**src/rtl/fpba_pkg.sv**
```systemverilog
`timescale 1ns / 1ps

package fpba_pkg;

  localparam int NUM_BLOCKS = 16;
  localparam int SIZE_BITS  = 16;

  localparam int IDX_W = $clog2(NUM_BLOCKS);
  localparam int CNT_W = $clog2(NUM_BLOCKS + 1);

  // item function codes
  localparam logic [1:0] FN_LOAD    = 2'd0;
  localparam logic [1:0] FN_REQ     = 2'd1;
  localparam logic [1:0] FN_RESTART = 2'd2;

  // selection rules, the unused code behaves as first fit
  localparam logic [1:0] POL_FIRST = 2'd0;
  localparam logic [1:0] POL_BEST  = 2'd1;
  localparam logic [1:0] POL_WORST = 2'd2;

  // configuration register indexes
  localparam logic [1:0] CFG_POLICY      = 2'd0;
  localparam logic [1:0] CFG_BLOCK_COUNT = 2'd1;

  localparam logic [4:0] BLOCK_COUNT_RST = 5'd16;

  typedef struct packed {
    logic [1:0]  func;
    logic [3:0]  block_index;
    logic [15:0] size;
    logic        last_request;
  } in_req_t;

  typedef struct packed {
    logic       granted;
    logic [3:0] chosen_block;
    logic [7:0] request_number;
  } out_rsp_t;

  // search token handed from cell to cell
  typedef struct packed {
    logic                 active;
    logic                 found;
    logic [IDX_W-1:0]     pick;
    logic [SIZE_BITS-1:0] cap;
  } srch_t;

  // commands broadcast to every cell
  typedef struct packed {
    logic                 ld_en;
    logic [3:0]           ld_idx;
    logic [SIZE_BITS-1:0] ld_size;
    logic                 restore;
    logic                 up_en;
    logic [IDX_W-1:0]     up_idx;
    logic [SIZE_BITS-1:0] sz;
    logic [1:0]           policy;
    logic [CNT_W-1:0]     used;
  } ctl_t;

  function automatic logic [SIZE_BITS-1:0] mask_size(input logic [15:0] s);
    logic [31:0] w;
    w = {16'd0, s};
    return w[SIZE_BITS-1:0];
  endfunction

  function automatic logic [CNT_W-1:0] used_blocks(input logic [4:0] bc);
    logic [31:0] w;
    w = {27'd0, bc};
    if (w > 32'(NUM_BLOCKS)) begin
      return CNT_W'(NUM_BLOCKS);
    end
    return CNT_W'(w);
  endfunction

  function automatic logic [3:0] blk_field(input logic [IDX_W-1:0] p);
    logic [31:0] w;
    w = 32'(p);
    return w[3:0];
  endfunction

endpackage

```
**src/rtl/fit_policy_block_allocator_top.sv**
```systemverilog
`timescale 1ns / 1ps

// first / best / worst fit block allocator. each of the NUM_BLOCKS blocks
// lives in a cell of a row; a request sends a search token down the row, one
// cell per cycle, and each cell in use replaces the running candidate when its
// capacity fits and beats it under the current policy. when the token leaves
// the last cell the chosen block's capacity, if a block fits, is reduced and the
// response (granted, chosen_block, request_number) goes to the output register.
// a request occupies the block until its response is handed to the output
// register, through the walk along the cell row and any output stall; loads
// and restarts can be accepted back to back. configuration writes are always
// ready and must only be issued while no request is in flight.

module fit_policy_block_allocator_top import fpba_pkg::*; (
  input  logic       clk_i,
  input  logic       rst_ni,
  // item channel
  input  logic       in_valid_i,
  output logic       in_stall_o,
  input  in_req_t    in_req_i,
  // response channel
  output logic       out_valid_o,
  input  logic       out_stall_i,
  output out_rsp_t   out_rsp_o,
  // configuration writes
  input  logic       cfg_valid_i,
  output logic       cfg_ready_o,
  input  logic [1:0] cfg_index_i,
  input  logic [7:0] cfg_data_i
);

  localparam logic [1:0] ST_IDLE   = 2'd0;
  localparam logic [1:0] ST_SEARCH = 2'd1;
  localparam logic [1:0] ST_DONE   = 2'd2;

  logic [1:0]           state_q, state_d;
  logic [1:0]           policy_q, policy_d;
  logic [4:0]           bcount_q, bcount_d;
  logic [7:0]           cnt_q, cnt_d;
  logic [SIZE_BITS-1:0] sz_q, sz_d;
  logic                 last_q, last_d;
  srch_t                launch_q, launch_d;
  out_rsp_t             res_q, res_d;
  out_rsp_t             out_rsp_q, out_rsp_d;
  logic                 out_valid_q, out_valid_d;

  logic  in_acc, cfg_acc, emerge;
  ctl_t  ctl;
  srch_t tok [NUM_BLOCKS+1];

  assign in_stall_o  = (state_q != ST_IDLE);
  assign in_acc      = in_valid_i && !in_stall_o;
  assign cfg_ready_o = 1'b1;
  assign cfg_acc     = cfg_valid_i && cfg_ready_o;

  // the token has walked past the last cell
  assign emerge = (state_q == ST_SEARCH) && tok[NUM_BLOCKS].active;

  // broadcast commands to the cell row
  always_comb begin
    ctl         = '0;
    ctl.ld_en   = in_acc && in_req_i.func == FN_LOAD;
    ctl.ld_idx  = in_req_i.block_index;
    ctl.ld_size = mask_size(in_req_i.size);
    ctl.restore = in_acc && in_req_i.func == FN_RESTART;
    ctl.up_en   = emerge && tok[NUM_BLOCKS].found;
    ctl.up_idx  = tok[NUM_BLOCKS].pick;
    ctl.sz      = sz_q;
    ctl.policy  = policy_q;
    ctl.used    = used_blocks(bcount_q);
  end

  assign tok[0] = launch_q;

  for (genvar g = 0; g < NUM_BLOCKS; g++) begin : g_cell
    fpba_cell u_cell (
      .clk_i  (clk_i),
      .rst_ni (rst_ni),
      .idx_i  (IDX_W'(g)),
      .ctl_i  (ctl),
      .tok_i  (tok[g]),
      .tok_o  (tok[g+1])
    );
  end

  // configuration registers
  always_comb begin
    policy_d = policy_q;
    bcount_d = bcount_q;
    if (cfg_acc) begin
      unique case (cfg_index_i)
        CFG_POLICY:      policy_d = cfg_data_i[1:0];
        CFG_BLOCK_COUNT: bcount_d = cfg_data_i[4:0];
        default:         ;
      endcase
    end
  end

  // control: accept, search, hand off result
  always_comb begin
    state_d     = state_q;
    cnt_d       = cnt_q;
    sz_d        = sz_q;
    last_d      = last_q;
    launch_d    = '0;
    res_d       = res_q;
    out_rsp_d   = out_rsp_q;
    out_valid_d = out_valid_q && out_stall_i;

    unique case (state_q)
      ST_IDLE: begin
        if (in_acc) begin
          unique case (in_req_i.func)
            FN_REQ: begin
              sz_d            = mask_size(in_req_i.size);
              last_d          = in_req_i.last_request;
              launch_d.active = 1'b1;
              state_d         = ST_SEARCH;
            end
            FN_RESTART: cnt_d = '0;
            default:    ;
          endcase
        end
      end
      ST_SEARCH: begin
        if (emerge) begin
          res_d.granted        = tok[NUM_BLOCKS].found;
          res_d.chosen_block   = tok[NUM_BLOCKS].found ? blk_field(tok[NUM_BLOCKS].pick)
                                                       : 4'd0;
          res_d.request_number = cnt_q;
          cnt_d                = last_q ? 8'd0 : cnt_q + 8'd1;
          state_d              = ST_DONE;
        end
      end
      ST_DONE: begin
        // output register is free or being drained this cycle
        if (!out_valid_d) begin
          out_valid_d = 1'b1;
          out_rsp_d   = res_q;
          state_d     = ST_IDLE;
        end
      end
      default: state_d = ST_IDLE;
    endcase
  end

  always_ff @(posedge clk_i or negedge rst_ni) begin
    if (!rst_ni) begin
      state_q     <= ST_IDLE;
      policy_q    <= POL_FIRST;
      bcount_q    <= BLOCK_COUNT_RST;
      cnt_q       <= '0;
      launch_q    <= '0;
      out_valid_q <= 1'b0;
    end else begin
      state_q     <= state_d;
      policy_q    <= policy_d;
      bcount_q    <= bcount_d;
      cnt_q       <= cnt_d;
      launch_q    <= launch_d;
      out_valid_q <= out_valid_d;
    end
  end

  // payload registers
  always_ff @(posedge clk_i) begin
    sz_q      <= sz_d;
    last_q    <= last_d;
    res_q     <= res_d;
    out_rsp_q <= out_rsp_d;
  end

  assign out_valid_o = out_valid_q;
  assign out_rsp_o   = out_rsp_q;

endmodule

```
**src/rtl/fpba_cell.sv**
```systemverilog
`timescale 1ns / 1ps

module fpba_cell import fpba_pkg::*; (
  input  logic             clk_i,
  input  logic             rst_ni,
  input  logic [IDX_W-1:0] idx_i,
  input  ctl_t             ctl_i,
  input  srch_t            tok_i,
  output srch_t            tok_o
);

  logic [SIZE_BITS-1:0] loaded_q, loaded_d;
  logic [SIZE_BITS-1:0] cap_q, cap_d;
  srch_t                tok_q, tok_d;
  logic                 in_use, fits, better, take;

  always_comb begin
    in_use = 32'(idx_i) < 32'(ctl_i.used);
    fits   = cap_q >= ctl_i.sz;
    better = !tok_i.found
          || (ctl_i.policy == POL_BEST  && cap_q < tok_i.cap)
          || (ctl_i.policy == POL_WORST && cap_q > tok_i.cap);
    take   = tok_i.active && in_use && fits && better;

    tok_d = tok_i;
    if (take) begin
      tok_d.found = 1'b1;
      tok_d.pick  = idx_i;
      tok_d.cap   = cap_q;
    end
  end

  always_comb begin
    loaded_d = loaded_q;
    cap_d    = cap_q;
    priority if (ctl_i.ld_en && 32'(ctl_i.ld_idx) == 32'(idx_i)) begin
      loaded_d = ctl_i.ld_size;
      cap_d    = ctl_i.ld_size;
    end else if (ctl_i.restore) begin
      cap_d = loaded_q;
    end else if (ctl_i.up_en && ctl_i.up_idx == idx_i) begin
      cap_d = cap_q - ctl_i.sz;
    end else begin
      // no command for this cell, hold
      cap_d = cap_q;
    end
  end

  always_ff @(posedge clk_i or negedge rst_ni) begin
    if (!rst_ni) begin
      loaded_q <= '0;
      cap_q    <= '0;
      tok_q    <= '0;
    end else begin
      loaded_q <= loaded_d;
      cap_q    <= cap_d;
      tok_q    <= tok_d;
    end
  end

  assign tok_o = tok_q;

endmodule

```
**config.mk**
```make
export PLATFORM = sky130hd
export DESIGN_NAME = fit_policy_block_allocator_top
export DESIGN_NICKNAME = d
export VERILOG_FILES = /design/src/rtl/fpba_pkg.sv /design/src/rtl/fit_policy_block_allocator_top.sv /design/src/rtl/fpba_cell.sv
export SDC_FILE = /design/constraint.sdc
export NUM_CORES = 2
export LEC_CHECK = 0
export BUFFER_PORTS_ARGS = -buffer_cell sky130_fd_sc_hd__buf_4
export CAP_MARGIN = 20
export CORE_ASPECT_RATIO = 0.7
export CORE_UTILIZATION = 30
export DETAILED_ROUTE_END_ITERATION = 6
export PLACE_DENSITY_LB_ADDON = 0.3
export SLEW_MARGIN = 20
export SYNTH_ARGS = -nofsm -noshare
export SYNTH_HDL_FRONTEND = slang
export SYNTH_SLANG_ARGS = --single-unit
```
**constraint.sdc**
```tcl
create_clock -name clk_i -period 8.1 [get_ports clk_i]
set_input_delay 1.62 -clock clk_i [delete_from_list [all_inputs] [get_ports clk_i]]
set_output_delay 1.62 -clock clk_i [all_outputs]
set_load 0.01 [all_outputs]
```
======== Word level (Yosys, flattened, before mapping) ========
Index checks and enable logic that the tools add are counted.
storage, ports and cells
  register bits ........................... 910
  input bits .............................. 38
  output and inout port bits .............. 16
cells by class
  add/subtract/negate cells ............... 17
  $lt $le $gt $ge ......................... 63
  equality and inequality tests ........... 42
  mux-type cells .......................... 81
  bitwise operators ....................... 1
  reductions and logical operators ........ 191
operator list
  operator             count
  $mux 16              48
  $mux 21              16
  $ge 16x16->1         16
  $sub 16x16->16       16
  $gt 16x16->1         15
  $lt 16x16->1         15
  $logic_and 1x1->1    115
  $eq 4x4->1 const B   16
  $reduce_bool 3->1    16
  $lt 4x5->1 const A   8
  $eq 4x3->1 const B   8
  $mux 8               4
  $logic_or 1x1->1     30
  $lt 3x5->1 const A   4
  $eq 4x2->1 const B   4
  $logic_not 1->1      16
  $pmux 8 s2           1
  $lt 1x5->1 const A   2
  $lt 2x5->1 const A   2
  $mux 5               2
  $add 8x1->8 const B  1
  $eq 2x1->1 const B   4
  $eq 4x1->1 const B   2
  $logic_not 4->1      2
  other kinds (13)     32

======== Longest topological paths before layout ========
  depth in word-level cells ............... 8
  depth in mapped cells ................... 14
  gate-level depth less buffers ........... 12

======== By module ========
From an unflattened synthesis, not the netlist that was laid out.
unflattened totals
  cell total of the unflattened synthesis .. 6795
  area total of the unflattened synthesis .. 62892.8 um2
by module, submodules not included
  module                              times used  cells each  area an instance (um2)  seq. area each (um2)
  fpba_cell at g_cell[10].u_cell ...  7           403         3744.8                  1351.3
  fpba_cell at g_cell[7].u_cell ...   3           405         3758.6                  1351.3
  fpba_cell at g_cell[0].u_cell ...   3           418         3744.8                  1351.3
  fpba_cell at g_cell[5].u_cell ...   2           408         3759.9                  1351.3
  fpba_cell at g_cell[4].u_cell       1           555         4370.4                  1351.3
  fit_policy_block_allocator_top      1           134         2278.4                  1767.9

======== Worst setup path after synthesis ========
Ideal clock, no wire load.
  path kind ............................... reg2reg
  from .................................... register sz_q[1]
  to ...................................... register g_cell[1].u_cell.tok_q (netlist bit g_cell[1].u_cell.tok_o[10])
  data arrival time ....................... 3452 ps
  data required time ...................... 7975 ps
  slack ................................... 4523 ps
  cell stages (with the launch flop) ...... 12
  buffers on the path ..................... 1
  clock period less this slack ............ 3577 ps
  cell sequence ........................... edfxtp_1 inv_1 fa_1 a21o_1 a21oi_2 o21bai_2 a21oi_2 a2111oi_4 nor2_2 a311oi_4 buf_8 mux2_4
RTL lines
  item                    line                                   text
  from (decl)             fit_policy_block_allocator_top.sv:40   logic [SIZE_BITS-1:0] sz_q, sz_d;
  from (signal assigned)  fit_policy_block_allocator_top.sv:167  sz_q <= sz_d;
  to (signal assigned)    fpba_cell.sv:57                        tok_q <= tok_d;
  to (decl)               fpba_cell.sv:14                        srch_t tok_q, tok_d;

==> qor.txt <==
Status -> finished, violations left
Crit path largest cell delay -> 0.67 ns
Adder-cell share of the synthesized area -> 0.122
Final Hold Fails -> 0
# Post-CTS Setup Buffers -> 0
Met2 Wirelength -> 75100 um
Post-synthesis compound-gate area fraction -> 0.178
Power, Total -> 17.4 mW
Ports -> 54
WP data required -> 8.67 ns
Fill cells -> 18100
Final worst-path cycle share -> 0.560
Post-Route M1 WL -> 90700 um
Critical path class -> reg2reg
Most used DFF post-synth -> dfrtp_1
Worst skew pair latency -> 0.71 ns
Post-cts resize count -> 0
Global-route usage over all layers -> 0.206
Vias -> 43400
Nets -> 6055
CTS clk-pin slew, worst paths -> 0.07 ns
Netlist Area Pre-Place -> 53500 sq um
Pre-antenna DRT Iters -> 7
Fin crit period -> 4.54 ns
Unrepaired setup endpoints after global routing -> false
Setup_tns -> 0 ns
DR WL met3 -> 16400 um
Hold Crit Depth -> 0
Final setup violation count -> 0
Largest net degree at the start of global routing -> 182
Worst Max-Slew Pin Slew -> 1.18 ns
Leak -> 28.9 nW
Ys async rst share -> 0.952
FP Rows -> 129
Initial Util -> 0.303
Gr ovfl total -> 0
Synth unique cells -> 106
Core area -> 177000 sq um
Max-cap violations -> 0
Synth Area in XOR/XNOR -> 0.0272
Vias in the first global route -> 41200
Failing checks -> design-rule violations
Initial antenna violation count -> 12
Top sig layer -> met5
Initial DRC count -> 5387
Post-DP HPWL -> 126000 um
Wire per inst -> 23.6 um
Most common cell on crit path -> a21oi_1
Num CTS Buffers -> 92
Full die area -> 180000 sq um
Synth Area in Simple Gates -> 0.151
Vias per cell -> 5.47
Cts hold-fix bufs -> 0
Drt drc -> 5
Gate Count Post-Synth -> 5503
Clock Tree Root -> clkbuf_16
Fmax achieved -> 220 MHz
CTS sink count -> 895
Max-slew violation count -> 0
Final GP Congestion -> 0.919
Worst min path class -> reg2reg
Slew headroom -> 0.207
Routed wire length -> 187000 um
EDFF count, synth -> 43
Critical Path AT -> 5.10 ns
Worst reg2reg path depth -> 11
Layout area overhead -> 11.7%
CP Launch Type -> flip-flop
Post-synthesis mux area share -> 0.0563
Layout cells sized above 1 -> 0.114
Width of the die -> 507 um
Post-Syn Area per Cell -> 9.72 sq um
Number of synthesized register bits -> 895
Routed Antenna Nets -> 0
Port bufs -> 49
Register area share after synthesis -> 0.423
Clk_skew -> 0.0277 ns
Die Span Y -> 355 um
Slowest-stage cell, CP -> clkinv_1
CP Max Fanout -> 14
Clock Tree Buf Depth -> 3
Clock tree from TritonCTS -> yes
Main combinational cell family by area after synthesis -> compound AO/OA/AOI/OAI gates
Yosys Warn Count -> 0
H-tree depth -> 3
Critical Path Sink Type -> flip-flop
First-pass GRT wire length -> 278000 um
CP cell instances -> clkinv_1 -> buf_4 -> ha_1 -> a21oi_1 -> a21oi_1 -> a21oi_1 -> nor3_1 -> o211ai_1 -> a311oi_4 -> buf_4 -> mux2_2
Peak VDD IR -> 0.000178 V
Mapped Nets -> 6054
PwrDens -> 290 nW/um^2
## state kept, by name, indices dropped and copies added (netlist names)
signal / flops
out_valid_o: 1
last_q: 1
g_cell.u_cell.cap_q: 256
bcount_q: 5
res_q: 13
cnt_q: 8
g_cell.u_cell.loaded_q: 256
launch_q: 1
policy_q: 2
state_q: 2
g_cell.u_cell.tok_o: 321
sz_q: 16
out_rsp_o: 13
## power by group
group	leakage [nW]	internal, mW	switching (mW)
clock	1.56	2.65	1.96
combinational	15.3	2.90	3.79
sequential	12.0	5.21	0.844
## per-layer routing
metal,global-route usage,vias up
met2,0.285,1764
met3,0.0373,248
li1,-,19900
met1,0.319,21600
met5,0,-
met4,0.0583,2
## critical path, delay by kind of cell, from the launching register on
| family | cells | cell delay, ns |
|---|---|---|
| DFF | 1 | 0.33 |
| buffers and inverters | 3 | 1.57 |
| adders and majority gates | 1 | 0.45 |
| and+or+nand+nor | 1 | 0.46 |
| AOI/OAI and AO/OA | 5 | 1.15 |
| muxes | 1 | 0.41 |
## area by class of cell
| type | instances | area [sq um] | share of cell area |
|---|---|---|---|
| antenna | 4 | 10.0 | 0.000167 |
| clock buffer | 124 | 2610 | 0.0436 |
| inverter | 333 | 1250 | 0.0209 |
| sequential | 895 | 22600 | 0.378 |
| timing repair buffer | 130 | 1080 | 0.0180 |
| tap | 2358 | 2950 | 0.0494 |
| clock inverter | 43 | 581 | 0.00971 |
| multi-input combinational | 4052 | 28700 | 0.480 |
## worst paths after layout
kind                                            start                          end  slack [ns]
max in group asynchronous                      rst_ni    g_cell[7].u_cell.cap_q[7]        5.64
min in group asynchronous                      rst_ni   g_cell[15].u_cell.cap_q[3]        0.92
max                                           sz_q[5]    g_cell[3].u_cell.tok_o[0]        3.56
min                        g_cell[9].u_cell.tok_o[21]  g_cell[10].u_cell.tok_o[21]        0.37
max reg2reg                                   sz_q[5]    g_cell[3].u_cell.tok_o[0]        3.56
min reg2reg                g_cell[9].u_cell.tok_o[21]  g_cell[10].u_cell.tok_o[21]        0.37
## cell usage in the layout, fill, tap and decap left out, drive strengths merged, types with 18 or more instances in the layout
cell type,count
nand2,986
dfrtp,851
ha,497
o21ai,376
inv,334
a21oi,258
mux2,241
nor2,213
a21o,171
a222oi,143
buf,130
clkbuf,124
xnor2,103
nand4,82
nand3,77
nand2b,71
nor2b,67
nor3,64
xor2,63
o21a,45
a221o,43
edfxtp,43
a211oi,39
or2,38
o31ai,35
and2,35
a221oi,35
o21bai,30
a31oi,26
o211ai,25
clkinv,24
and3,21
mux2i,21
a2111oi,19
or3,18
## per-stage QoR
stage	util	instance area (sq um)	cells	setup slack [ns]	hold WS, ns
global placement	0.320	56500	7767	3.60	0.361
detailed placement	0.320	56600	7767	3.57	0.355
finish	0.338	59800	7939	3.56	0.366
global route	0.338	59800	7935	3.45	0.389
CTS	0.338	59700	7934	3.67	0.369
floorplan	-	53500	5503	4.52	0.346
## cells in the mapped netlist, types with 35 or more instances
cell,number,share of area
a21o_1,171,0.024
a21oi_1,249,0.023
inv_1,333,0.023
nand3_1,76,0.0071
xnor2_1,103,0.017
nand2b_1,71,0.0083
edfxtp_1,43,0.024
and2_1,35,0.0041
a211oi_1,37,0.0052
nand4_1,82,0.0096
ha_1,497,0.12
buf_2,52,0.0049
a222oi_1,143,0.027
mux2_2,210,0.044
nor3_1,51,0.0048
clkbuf_1,132,0.0093
dfrtp_1,851,0.40
nand2_1,986,0.069
o21ai_0,351,0.033
o31ai_1,35,0.0049
or2_2,37,0.0043
xor2_1,63,0.010
o21a_1,45,0.0063
nor2b_1,67,0.0078
a221o_1,43,0.0080
nor2_1,203,0.014
## logic make-up (layout without fill, tap and decap cells)
kind of cell,Yosys count,in the layout
buffers and inverters,556,630
and+or+nand+nor,1740,1740
xor gates and xnor gates,166,166
adders and majority gates,513,513
muxes,262,262
other,1,5
AOI/OAI and AO/OA,1370,1370
DFF,895,895
Power figures use the tool's default switching activity.
